===== config.mk =====
export PLATFORM = sky130hd
export DESIGN_NAME = letter_graph_image_checker_unit
export DESIGN_NICKNAME = d
export VERILOG_FILES = /design/src/design/lgic_pkg.sv /design/src/design/letter_graph_image_checker_unit.sv /design/src/design/lgic_in_reg.sv /design/src/design/lgic_core.sv /design/src/design/lgic_out_reg.sv
export SDC_FILE = /design/constraint.sdc
export NUM_CORES = 1
export LEC_CHECK = 0
export BUFFER_PORTS_ARGS = -buffer_cell sky130_fd_sc_hd__buf_2
export CAP_MARGIN = 5
export CORE_MARGIN = 2
export CORE_UTILIZATION = 52
export DETAILED_ROUTE_END_ITERATION = 8
export PLACE_DENSITY = 0.79
export SYNTH_ARGS = -nofsm -noshare
export SYNTH_HDL_FRONTEND = slang
export SYNTH_SLANG_ARGS = --single-unit

===== constraint.sdc =====
create_clock -name clk -period 10.3 [get_ports clk]
set_clock_uncertainty 0.2 [all_clocks]
set_input_delay 1.03 -clock clk [delete_from_list [all_inputs] [get_ports clk]]
set_output_delay 1.03 -clock clk [all_outputs]
set_load 0.01 [all_outputs]

===== src/design/lgic_pkg.sv =====
package lgic_pkg;

  localparam int unsigned WordW = 32;
  localparam int unsigned IdxW = 21;
  localparam int unsigned MirrorDepth = 26;
  localparam int unsigned MirrorAw = 5;

  localparam logic [IdxW-1:0] GroupBase = 21'd257;
  localparam logic [IdxW-1:0] RootIdx = 21'd26;
  localparam logic [IdxW-1:0] ZeroEnd = 21'd256;
  localparam logic [WordW-1:0] RootMax = 32'h001f_ffe5;
  localparam logic [WordW-1:0] HeadMark = 32'h0000_0300;
  localparam logic [WordW-1:0] TailMark = 32'h0000_0200;
  localparam logic [7:0] LetterSpace = 8'h20;
  localparam logic [7:0] LetterA = 8'h61;
  localparam logic [7:0] LetterZ = 8'h7a;

  typedef enum logic [1:0] {
    PH_HEADER,
    PH_SEC1,
    PH_SEC2,
    PH_DONE
  } phase_t;

  typedef struct packed {
    logic            ok;
    logic [IdxW-1:0] root_first;
    logic [IdxW-1:0] root_second;
  } verdict_t;

endpackage


===== src/design/letter_graph_image_checker_unit.sv =====
// the check stage after the input register forms each verdict for the output register
// throughput: one word per cycle from the single check stage, unless a last word stalls
// on a full output register; a verdict waits there while further words keep flowing in
// reset (rst_n, synchronous, active low) clears the handshake and checker state
// the 26-entry mirror buffer is not cleared; entries are written before they are read
module letter_graph_image_checker_unit
  import lgic_pkg::*;
(
  input  logic             clk,
  input  logic             rst_n,
  input  logic             in_valid,
  output logic             in_ready,
  input  logic [WordW-1:0] in_word,
  input  logic             in_last,
  output logic             out_valid,
  input  logic             out_ready,
  output logic             out_valid_res,
  output logic [IdxW-1:0]  out_root_first,
  output logic [IdxW-1:0]  out_root_second
);

  logic             s_valid;
  logic [WordW-1:0] s_word;
  logic             s_last;
  logic             s_take;
  logic             res_free;
  logic             res_load;
  verdict_t         res_data;

  lgic_in_reg u_in_reg (
    .clk      (clk),
    .rst_n    (rst_n),
    .in_valid (in_valid),
    .in_ready (in_ready),
    .in_word  (in_word),
    .in_last  (in_last),
    .s_valid  (s_valid),
    .s_word   (s_word),
    .s_last   (s_last),
    .s_take   (s_take)
  );

  lgic_core u_core (
    .clk      (clk),
    .rst_n    (rst_n),
    .s_valid  (s_valid),
    .s_word   (s_word),
    .s_last   (s_last),
    .s_take   (s_take),
    .res_free (res_free),
    .res_load (res_load),
    .res_data (res_data)
  );

  lgic_out_reg u_out_reg (
    .clk             (clk),
    .rst_n           (rst_n),
    .res_load        (res_load),
    .res_data        (res_data),
    .res_free        (res_free),
    .out_valid       (out_valid),
    .out_ready       (out_ready),
    .out_valid_res   (out_valid_res),
    .out_root_first  (out_root_first),
    .out_root_second (out_root_second)
  );

endmodule


===== src/design/lgic_in_reg.sv =====
module lgic_in_reg
  import lgic_pkg::*;
(
  input  logic             clk,
  input  logic             rst_n,
  input  logic             in_valid,
  output logic             in_ready,
  input  logic [WordW-1:0] in_word,
  input  logic             in_last,
  output logic             s_valid,
  output logic [WordW-1:0] s_word,
  output logic             s_last,
  input  logic             s_take
);

  logic             valid_r;
  logic             valid_nxt;
  logic [WordW-1:0] word_r;
  logic             last_r;
  logic             load;

  assign in_ready = !valid_r || s_take;
  assign load = in_valid && in_ready;

  always_comb begin
    valid_nxt = valid_r;
    if (load) begin
      valid_nxt = 1'b1;
    end else if (s_take) begin
      valid_nxt = 1'b0;
    end
  end

  always_ff @(posedge clk) begin
    if (!rst_n) begin
      valid_r <= 1'b0;
    end else begin
      valid_r <= valid_nxt;
    end
  end

  always_ff @(posedge clk) begin
    if (load) begin
      word_r <= in_word;
      last_r <= in_last;
    end
  end

  assign s_valid = valid_r;
  assign s_word = word_r;
  assign s_last = last_r;

endmodule


===== src/design/lgic_core.sv =====
module lgic_core
  import lgic_pkg::*;
(
  input  logic             clk,
  input  logic             rst_n,
  input  logic             s_valid,
  input  logic [WordW-1:0] s_word,
  input  logic             s_last,
  output logic             s_take,
  input  logic             res_free,
  output logic             res_load,
  output verdict_t         res_data
);

  phase_t          phase_r, phase_nxt;
  logic [IdxW-1:0] pos_r, pos_nxt;
  logic [IdxW-1:0] root1_r, root1_nxt;
  logic [IdxW-1:0] root2_r, root2_nxt;
  logic [IdxW-1:0] gstart_r, gstart_nxt;
  logic [7:0]      prev_r, prev_nxt;
  logic            failed_r, failed_nxt;

  logic [WordW-1:0] mirror_r [MirrorDepth];
  logic             mir_we;
  logic [MirrorAw-1:0] mir_waddr;
  logic [MirrorAw-1:0] mir_raddr;
  logic [WordW-1:0] mir_rdata;

  logic [IdxW-1:0] root;
  logic [IdxW-1:0] kdiff;
  logic [IdxW:0]   pos_inc;
  logic [IdxW:0]   sec_end_idx;
  logic [7:0]      letter;
  logic            ends;
  logic [IdxW:0]   child;
  logic            chk_fail;
  logic            in_root;
  logic            fail_now;

  assign s_take = s_valid && (!s_last || res_free);
  assign res_load = s_take && s_last;

  assign root = (phase_r == PH_SEC1) ? root1_r : root2_r;
  assign kdiff = pos_r - root;
  assign in_root = (pos_r >= root) && (kdiff < RootIdx);
  assign mir_raddr = kdiff[MirrorAw-1:0];
  assign mir_rdata = mirror_r[mir_raddr];
  assign letter = s_word[7:0];
  assign ends = s_word[9];
  assign child = s_word[WordW-1:10];
  assign pos_inc = {1'b0, pos_r} + {{IdxW{1'b0}}, 1'b1};
  assign sec_end_idx = {1'b0, root} + {1'b0, RootIdx};
  assign mir_waddr = MirrorAw'(pos_r - 21'd1);

  always_comb begin
    phase_nxt = phase_r;
    pos_nxt = pos_r;
    root1_nxt = root1_r;
    root2_nxt = root2_r;
    gstart_nxt = gstart_r;
    prev_nxt = prev_r;
    failed_nxt = failed_r;
    chk_fail = 1'b0;
    mir_we = 1'b0;
    fail_now = failed_r;
    res_data.ok = 1'b0;
    res_data.root_first = '0;
    res_data.root_second = '0;

    unique case (phase_r)
      PH_HEADER: begin
        if (pos_r == 21'd1 || pos_r == 21'd2) begin
          if (s_word < {11'd0, GroupBase} || s_word > RootMax) begin
            failed_nxt = 1'b1;
          end
          if (pos_r == 21'd1) begin
            root1_nxt = s_word[IdxW-1:0];
          end else begin
            root2_nxt = s_word[IdxW-1:0];
          end
        end
        if (pos_r == 21'd2) begin
          phase_nxt = PH_SEC1;
          pos_nxt = '0;
          gstart_nxt = GroupBase;
          prev_nxt = '0;
        end else begin
          pos_nxt = pos_inc[IdxW-1:0];
        end
      end
      PH_SEC1, PH_SEC2: begin
        if (!failed_r) begin
          if (pos_r == '0) begin
            chk_fail = (s_word != HeadMark);
          end else if (pos_r <= RootIdx) begin
            mir_we = 1'b1;
          end else if (pos_r < ZeroEnd) begin
            chk_fail = (s_word != '0);
          end else if (pos_r == ZeroEnd) begin
            chk_fail = (s_word != TailMark);
          end else begin
            if (letter != LetterSpace && (letter < LetterA || letter > LetterZ)) begin
              chk_fail = 1'b1;
            end
            if (letter <= prev_r) begin
              chk_fail = 1'b1;
            end
            if (s_word[WordW-1]) begin
              chk_fail = 1'b1;
            end
            if (child != '0 && (child < {1'b0, GroupBase} || child >= {1'b0, gstart_r})) begin
              chk_fail = 1'b1;
            end
            if (in_root) begin
              if (mir_rdata != s_word) begin
                chk_fail = 1'b1;
              end
              if (letter != LetterA + 8'(kdiff)) begin
                chk_fail = 1'b1;
              end
              if (ends != (kdiff == 21'd25)) begin
                chk_fail = 1'b1;
              end
            end
            if (pos_r == root && gstart_r != root) begin
              chk_fail = 1'b1;
            end
            if (ends) begin
              gstart_nxt = pos_inc[IdxW-1:0];
              prev_nxt = '0;
            end else begin
              prev_nxt = letter;
            end
          end
        end
        fail_now = failed_r || chk_fail;
        failed_nxt = fail_now;
        pos_nxt = pos_inc[IdxW-1:0];
        if (pos_inc >= sec_end_idx) begin
          if (!fail_now && {1'b0, gstart_nxt} != sec_end_idx) begin
            failed_nxt = 1'b1;
          end
          phase_nxt = (phase_r == PH_SEC1) ? PH_SEC2 : PH_DONE;
          pos_nxt = '0;
          gstart_nxt = GroupBase;
          prev_nxt = '0;
        end
      end
      PH_DONE: begin
        failed_nxt = 1'b1;
      end
      default: begin
        failed_nxt = 1'b1;
      end
    endcase

    if (s_last) begin
      res_data.ok = !failed_nxt && (phase_nxt == PH_DONE);
      res_data.root_first = res_data.ok ? root1_nxt : '0;
      res_data.root_second = res_data.ok ? root2_nxt : '0;
      phase_nxt = PH_HEADER;
      pos_nxt = '0;
      root1_nxt = '0;
      root2_nxt = '0;
      gstart_nxt = GroupBase;
      prev_nxt = '0;
      failed_nxt = 1'b0;
    end
  end

  always_ff @(posedge clk) begin
    if (!rst_n) begin
      phase_r <= PH_HEADER;
      pos_r <= '0;
      root1_r <= '0;
      root2_r <= '0;
      gstart_r <= GroupBase;
      prev_r <= '0;
      failed_r <= 1'b0;
    end else if (s_take) begin
      phase_r <= phase_nxt;
      pos_r <= pos_nxt;
      root1_r <= root1_nxt;
      root2_r <= root2_nxt;
      gstart_r <= gstart_nxt;
      prev_r <= prev_nxt;
      failed_r <= failed_nxt;
    end
  end

  always_ff @(posedge clk) begin
    if (s_take && mir_we) begin
      mirror_r[mir_waddr] <= s_word;
    end
  end

endmodule


===== src/design/lgic_out_reg.sv =====
module lgic_out_reg
  import lgic_pkg::*;
(
  input  logic            clk,
  input  logic            rst_n,
  input  logic            res_load,
  input  verdict_t        res_data,
  output logic            res_free,
  output logic            out_valid,
  input  logic            out_ready,
  output logic            out_valid_res,
  output logic [IdxW-1:0] out_root_first,
  output logic [IdxW-1:0] out_root_second
);

  logic     valid_r;
  logic     valid_nxt;
  verdict_t data_r;

  assign res_free = !valid_r || out_ready;

  always_comb begin
    valid_nxt = valid_r;
    if (res_load) begin
      valid_nxt = 1'b1;
    end else if (out_ready) begin
      valid_nxt = 1'b0;
    end
  end

  always_ff @(posedge clk) begin
    if (!rst_n) begin
      valid_r <= 1'b0;
    end else begin
      valid_r <= valid_nxt;
    end
  end

  always_ff @(posedge clk) begin
    if (res_load) begin
      data_r <= res_data;
    end
  end

  assign out_valid = valid_r;
  assign out_valid_res = data_r.ok;
  assign out_root_first = data_r.root_first;
  assign out_root_second = data_r.root_second;

endmodule


==> reports/metrics.csv, run 1 <==
stage;metric;value;unit
outcome;status;complete, no violations;
timing;total negative slack;0;ns
yosys;ranking of synthesized cells by area;edfxtp_1 60%, mux4_2 9.9%, dfxtp_1 4.3%;
yosys;fraction of registers with async set/reset;0;%
yosys;Yosys top cell area share;60.3;%
critical_path;Req. time, crit path;10.60;ns
power;Sw Pwr;1810;uW
die;Core ar.;86500;sq um
layout;P&R area growth vs syn;11.8;%
power;switching share of power;21.6;%
grt;first-pass GRT wire length;183000;um
die;Die ar.;89300;sq um
routing;total number of vias;27500;
layout;antenna diode count;0;
grt;initial antenna violation count;0;
power;leak pwr;0.0166;uW
layout;fin cells;4218;
critical_path;WS Path Type;flip-flop to flip-flop;
run;max cap viols;0;
timing;final hold vios;0;
yosys;post-synthesis xor/xnor area fraction;3.30;%
yosys;Synth Area in Compound Gates;6.01;%
yosys;Post-Syn Area;45200;sq um
place;port bufs;81;
critical_path;R2R depth;17;
power;clock power share;42.4;%
critical_path;Crit Path Max Fanout;77;
yosys;ys flop type;edfxtp_1;
routing;DRT Wirelength;126000;um
yosys;mux cell area share after synthesis;14.1;%
critical_path;CP endpoint;u_out_reg.out_root_first[17]$_SDFFCE_PN0P_;
layout;register area;29200;sq um
clock_network;Post-CTS Setup Bufs;0;
die;Ports;82;
grt;Overflow after GRT;0;
timing;Slew headroom;22.3;%
die;FP Rows;108;
power;Pint;6560;uW
timing;FMAX;131;MHz
clock_network;hold bufs inserted after CTS;0;
grt;gr usage total;28.1;%
yosys;Commonest cells post-synth;908 x edfxtp_1, 198 x mux4_2, 176 x nand2_1, 171 x mux2i_1, 113 x xnor2_1;
routing;DR pass1 iterations;6;
grt;largest net degree at the start of global routing;99;
die;Die X-Extent;299;um
critical_path;Critical Path Sink Type;flip-flop;
place;Post-DP HPWL;76100;um
critical_path;crit path DAT;7.92;ns
clock_network;CTS Buf Count;97;
critical_path;startpoint types;flip-flop;
clock_network;CTS tree;done;
routing;DRC;0;
yosys;Synth cell types;100;
timing;Final setup viols;0;
routing;wire per inst;29.8;um
yosys;Syn Nets;2990;
clock_network;Clock Tree Buf Depth;3;
die;Starting Density;52.3;%
critical_path;reg2reg setup slack;2.67;ns
layout;fill count;6337;
clock_network;Root Driver;clkbuf_16;
yosys;Post-synth EDFFs;908;
yosys;sequential share of the synthesized area;64.6;%
yosys;main combinational cell family by area after synthesis;multiplexers;
grt;vias in the first global route;27200;
critical_path;Reg2Reg Launch Point;u_core.phase_r[1]$_SDFFE_PN0P_;
power;combinational share of power;4.3;%
routing;iteration-0 DRC count of the detailed router;3662;
yosys;cell taking the most area after synthesis;edfxtp_1;
layout;share of post-route cells with drive strength above 1;21.1;%
clock_network;CTS resizes;0;
routing;Routed Antenna Nets;0;
yosys;Post-Synth Simple-Gate Area;7.42;%
routing;via/cell ratio;6.52;
yosys;count leader, synth;edfxtp_1;
timing;final worst path period share;74.1;%
power;power share of the sequential group;53.3;%
critical_path;reg-to-reg endpoint;u_out_reg.out_root_first[17]$_SDFFCE_PN0P_;
timing;WHS;0.295;ns
clock_network;clock sink total;1005;
critical_path;Worst Setup SP;u_core.phase_r[1]$_SDFFE_PN0P_;
layout;Nets;3101;
clock_network;CTS clock-pin slew for the worst setup and hold paths;0.06;ns
min_path;worst hold path type;flip-flop to flip-flop;
yosys;adder-cell share of the synthesized area;2.28;%
place;Inst Count DP;4040;
yosys;Post-Syn Area per Cell;15.7;sq um
yosys;Yosys reg bits;1005;
place;pre-CTS WS;2.75;ns
power;worst IR drop on VDD;0.205;mV
yosys;Post-Syn Instances;2873;
layout;area of the multi-input gates;15300;sq um
timing;Slew Limit Fails;0;
timing;RSZ-0062 raised after global routing;no;
die;Die Y;299;um
clock_network;Clk Latency, worst-skew pair;0.69;ns
timing;PnR worst setup slack;2.67;ns
timing;final worst path period need;7.63;ns
timing;Worst-Margin Slew;1.17;ns
place;global placement routability congestion;0.983;
power;PD cells;166;nW/um^2
yosys;YS warnings;0;
clock_network;H-tree Lvls;3;
==> layout by cell type, fill, tap and decap left out, types with 9 or more instances in the layout <==
| master | n |
|---|---|
| nor4_1 | 32 |
| nand2b_1 | 13 |
| or3_1 | 10 |
| buf_2 | 81 |
| mux2i_1 | 171 |
| ha_1 | 77 |
| nand2_1 | 176 |
| and3_1 | 25 |
| a21oi_2 | 20 |
| o21ai_0 | 53 |
| buf_4 | 86 |
| clkbuf_1 | 17 |
| a31oi_1 | 26 |
| edfxtp_1 | 908 |
| o21a_1 | 9 |
| nand4_1 | 34 |
| a21oi_1 | 59 |
| nor2_2 | 22 |
| clkinv_2 | 23 |
| a22oi_1 | 81 |
| mux4_2 | 198 |
| nor2_1 | 58 |
| dfxtp_1 | 97 |
| xnor2_1 | 113 |
| a21o_1 | 21 |
| nand3_1 | 42 |
| inv_1 | 73 |
| clkbuf_16 | 99 |
| nor2_4 | 24 |
| xor2_1 | 27 |
| and2_1 | 12 |
| a211oi_1 | 17 |
| clkinv_1 | 19 |
| nor2b_1 | 95 |
| nor3_1 | 37 |
| o211ai_1 | 10 |
==> power groups by stage <==
stage	combinational [uW]	clock [uW]	sequential, uW
2_1_floorplan	200	0	4570
3_3_place_gp	345	0	4550
3_5_place_dp	356	0	4550
4_1_cts	359	3580	4460
5_1_grt	384	3730	4460
6_report	363	3550	4460
==> flip-flops by register name, summed over array words and instances, names as in the netlist, 2 cells and up <==
register / flops
u_core.root1_r: 21
u_core.mirror_r: 832
u_core.pos_r: 21
u_core.gstart_r: 21
u_core.phase_r: 2
u_in_reg.s_word: 32
u_out_reg.out_root_first: 21
u_core.prev_r: 8
u_core.root2_r: 21
u_out_reg.out_root_second: 21
==> cell type report <==
class | count | area share [%]
inverters | 75 | 0.557
clock inverters | 62 | 1.24
multi-input cells | 1633 | 30.2
repair buffers | 172 | 2.28
flip-flops and latches | 1005 | 57.8
well taps | 1155 | 2.86
clock buffers | 116 | 5.03
==> worst max-delay path, stage by stage (launching register included) <==
cell and delay, ns:
dfxtp_1 0.35, inv_1 0.15, ha_2 0.98, mux2i_1 0.46, inv_1 0.15, ha_4 0.81, buf_12 0.55, mux4_2 0.58
mux2i_1 0.23, mux2i_1 0.15, xnor2_1 0.39, a32oi_1 0.19, a2111oi_0 0.71, o2111ai_1 0.29, nor4_4 0.43, o21ai_4 0.09
buf_4 0.32, a21oi_2 0.23
==> through the flow <==
stage / instance area (sq um) / total power, uW / util, %
finish: 50500 / 8370 / 58.4
global route: 50500 / 8570 / 58.4
CTS: 50500 / 8400 / 58.4
detailed placement: 47400 / 4900 / 54.8
global placement: 47400 / 4890 / 54.8
floorplan: 45200 / 4770 / -
==> metal layers <==
layer  wire length, um  track usage [%]
met5                 0                0
met4              7510             14.7
met3             12300             5.52
met2             59700             45.1
met1             46100             36.6
==> logic make-up after synthesis <==
logic type,count (synthesis)
flip-flops,1005
AND/OR/NAND/NOR,632
multiplexers,383
AO/OA/AOI/OAI,382
buffers and inverters,235
XOR/XNOR,153
adder cells (fa/ha/maj),83
==> worst min path at each step <==
stage	to	slack, ns	cells past startpoint	startpoint
final	u_core.prev_r[0]$_SDFFE_PN0P_	0.30	2	u_core.prev_r[0]$_SDFFE_PN0P_
after floorplan	u_core.prev_r[1]$_SDFFE_PN0P_	0.24	2	u_core.prev_r[1]$_SDFFE_PN0P_
after global routing	u_in_reg.s_word[20]$_DFFE_PP_	0.29	1	in_word[20]
after CTS	u_in_reg.s_word[20]$_DFFE_PP_	0.28	1	in_word[20]
after global placement	u_core.prev_r[1]$_SDFFE_PN0P_	0.26	2	u_core.prev_r[1]$_SDFFE_PN0P_
after detailed placement	u_core.prev_r[1]$_SDFFE_PN0P_	0.28	2	u_core.prev_r[1]$_SDFFE_PN0P_
Note: power is estimated with default switching activity, not from simulation.
==> inputs of run 2 (changes only) <==
- PLACE_DENSITY: 0.79 -> 0.82
- clock period: 10.3 -> 7 ns (I/O delays scaled with it)
==> reports/metrics.csv, run 2 (synthesis gave the netlist of run 1 again) <==
stage;metric;value;unit;change
die;FP Rows;108;;unchanged
routing;iteration-0 DRC count of the detailed router;3963;;+8.2%
layout;Nets;3165;;+2.1%
grt;Overflow after GRT;0;;unchanged
die;Core ar.;86500;sq um;unchanged
critical_path;reg2reg setup slack;0.40;ns;-2.27 ns
routing;wire per inst;30.9;um;+3.7%
grt;largest net degree at the start of global routing;98;;-1.0%
critical_path;crit path DAT;6.93;ns;-0.99 ns
place;global placement routability congestion;0.971;;-1.2%
clock_network;CTS clock-pin slew for the worst setup and hold paths;0.07;ns;about the same
critical_path;Crit Path Max Fanout;43;;-44%
place;Post-DP HPWL;81700;um;+7.3%
timing;final worst path period need;6.60;ns;-1.03 ns
clock_network;clock sink total;1005;;unchanged
die;Starting Density;52.3;%;unchanged
critical_path;worst path bufs/invs;4;;unchanged
timing;final hold vios;0;;unchanged
critical_path;Critical Path Sink Type;flip-flop;;
die;Die ar.;89300;sq um;unchanged
grt;initial antenna violation count;4;;+4
grt;vias in the first global route;27300;;+0.68%
layout;flip-flop count of the largest register after layout;832;;unchanged
clock_network;CTS Buf Count;98;;+1.0%
timing;FMAX;152;MHz;+16%
power;PD cells;244;nW/um^2;+47%
critical_path;Req. time, crit path;7.33;ns;-3.27 ns
routing;DRT Wirelength;132000;um;+5.4%
place;port bufs;81;;unchanged
timing;Final setup viols;0;;unchanged
layout;commonest non-fill, non-tap cells in the layout;908 x edfxtp_1, 198 x mux4_2, 176 x nand2_1;;
layout;Biggest register;u_core.mirror_r;;
layout;fin cells;4287;;+1.6%
layout;post-layout util;59.2;%;+0.80 points
place;Inst Count DP;4072;;+0.79%
routing;DR pass1 iterations;6;;unchanged
grt;first-pass GRT wire length;190000;um;+3.7%
layout;fill count;6310;;-0.43%
layout;P&R area growth vs syn;13.3;%;
die;Die Y;299;um;unchanged
routing;Routed Antenna Nets;0;;unchanged
layout;share of post-route cells with drive strength above 1;21.6;%;+0.56 points
power;Power, Total;12500;uW;+49%
timing;Slew headroom;11.9;%;-10 points
clock_network;CTS tree;done;;
critical_path;CP max stage cell;a2111oi_2;;
clock_network;Clk Latency, worst-skew pair;0.71;ns;+0.02 ns
layout;commonest non-fill, non-tap cell in the layout;edfxtp_1;;
outcome;status;complete, no violations;;
routing;DRC;0;;unchanged
timing;Worst-Margin Slew;1.31;ns;+0.148 ns
clock_network;Post-CTS Setup Bufs;0;;unchanged
critical_path;CP peak stage delay;0.75;ns;-0.23 ns
power;leak pwr;0.0170;uW;+2.0%
critical_path;WS Path Type;flip-flop to flip-flop;;
timing;total negative slack;0;ns;unchanged
timing;RSZ-0062 raised after global routing;no;;
clock_network;Root Driver;clkbuf_16;;
clock_network;CTS resizes;0;;unchanged
clock_network;Clock Tree Buf Depth;3;;unchanged
routing;via/cell ratio;6.60;;+1.2%
routing;total number of vias;28300;;+2.9%
clock_network;H-tree Lvls;3;;unchanged
min_path;worst hold path type;input pin to flip-flop;;
clock_network;hold bufs inserted after CTS;30;;+30
die;Die X-Extent;299;um;unchanged
critical_path;startpoint types;flip-flop;;
critical_path;Crit path max-delay family;compound AO/OA/AOI/OAI gates;;
timing;final worst path period share;94.2;%;+20 points
timing;Slew Limit Fails;0;;unchanged
power;worst IR drop on VDD;0.260;mV;+27%
grt;gr usage total;29.4;%;+1.3 points
run;max cap viols;0;;unchanged
die;Ports;82;;unchanged
critical_path;crit-path cells;inv_1, ha_2, buf_4, mux2i_4, xnor2_2, mux2i_1, or3_4, buf_4, mux2i_1, xnor2_1, a2111oi_2, o2111ai_1, nor4_4, o21ai_4, buf_12, a21oi_1;;
run 2: cell count changes in the layout (fill, tap and decap cells not counted), sizes merged:
cell and delta:
diode +1, clkbuf -7, bufinv +3, clkinvlp +6
buf +33, clkinv +1, inv +2, dlygate4sd3 +30
run 2: where the power goes:
part	leakage [uW]	switching, uW	internal [uW]
clock	0.00157	2370	3000
combinational	0.00641	354	207
sequential	0.00899	24.6	6550
total	0.0170	2740	9760
run 2: per-stage QoR:
step / hold slack, ns / setup slack (ns) / area (sq um)
2_1_floorplan: 0.241 / 0.751 / 45200
3_3_place_gp: 0.251 / 0.730 / 47600
3_5_place_dp: 0.265 / 0.601 / 47600
4_1_cts: 0.0117 / 0.583 / 51200
5_1_grt: 0.00683 / 0.194 / 51200
6_report: 0.0316 / 0.403 / 51200
run 2: worst register-to-register path: stages, from the launching register on:
cell and delay (ns):
dfxtp_1 0.34, inv_1 0.16, ha_2 0.55, buf_4 0.46, mux2i_4 0.48, xnor2_2 0.26
mux2i_1 0.51, or3_4 0.72, buf_4 0.43, mux2i_1 0.27, xnor2_1 0.10, a2111oi_2 0.75
o2111ai_1 0.32, nor4_4 0.42, o21ai_4 0.11, buf_12 0.20, a21oi_1 0.20
run 2: path summary, 6_finish.rpt:
path | from | endpoint | depth (start not counted)
worst max-delay path | u_core.phase_r[1]$_SDFFE_PN0P_ | u_out_reg.out_root_first[0]$_SDFFCE_PN0P_ | 16
worst min-delay path | in_word[30] | u_in_reg.s_word[30]$_DFFE_PP_ | 1
worst max register to register | u_core.phase_r[1]$_SDFFE_PN0P_ | u_out_reg.out_root_first[0]$_SDFFCE_PN0P_ | 16
worst min register to register | u_core.prev_r[2]$_SDFFE_PN0P_ | u_core.prev_r[2]$_SDFFE_PN0P_ | 2
run 2: routing by layer:
metal / track usage, % / vias to the layer above / share of wire (%)
met3: 6.91 / 450 / 11
met4: 15.3 / 4 / 6.1
met5: 0 / - / 0.020
met2: 46.3 / 2103 / 47
met1: 38.4 / 14100 / 36
li1: - / 11600 / -
run 2: area by class of cell:
class	count	area (sq um)	area share, %
clock inverters	74	768	1.50
repair buffers	235	1750	3.42
flip-flops and latches	1005	29200	57.0
inverters	75	282	0.550
well taps	1155	1450	2.82
multi-input cells	1633	15300	29.8
diodes	1	2.50	0.00489
clock buffers	109	2490	4.87
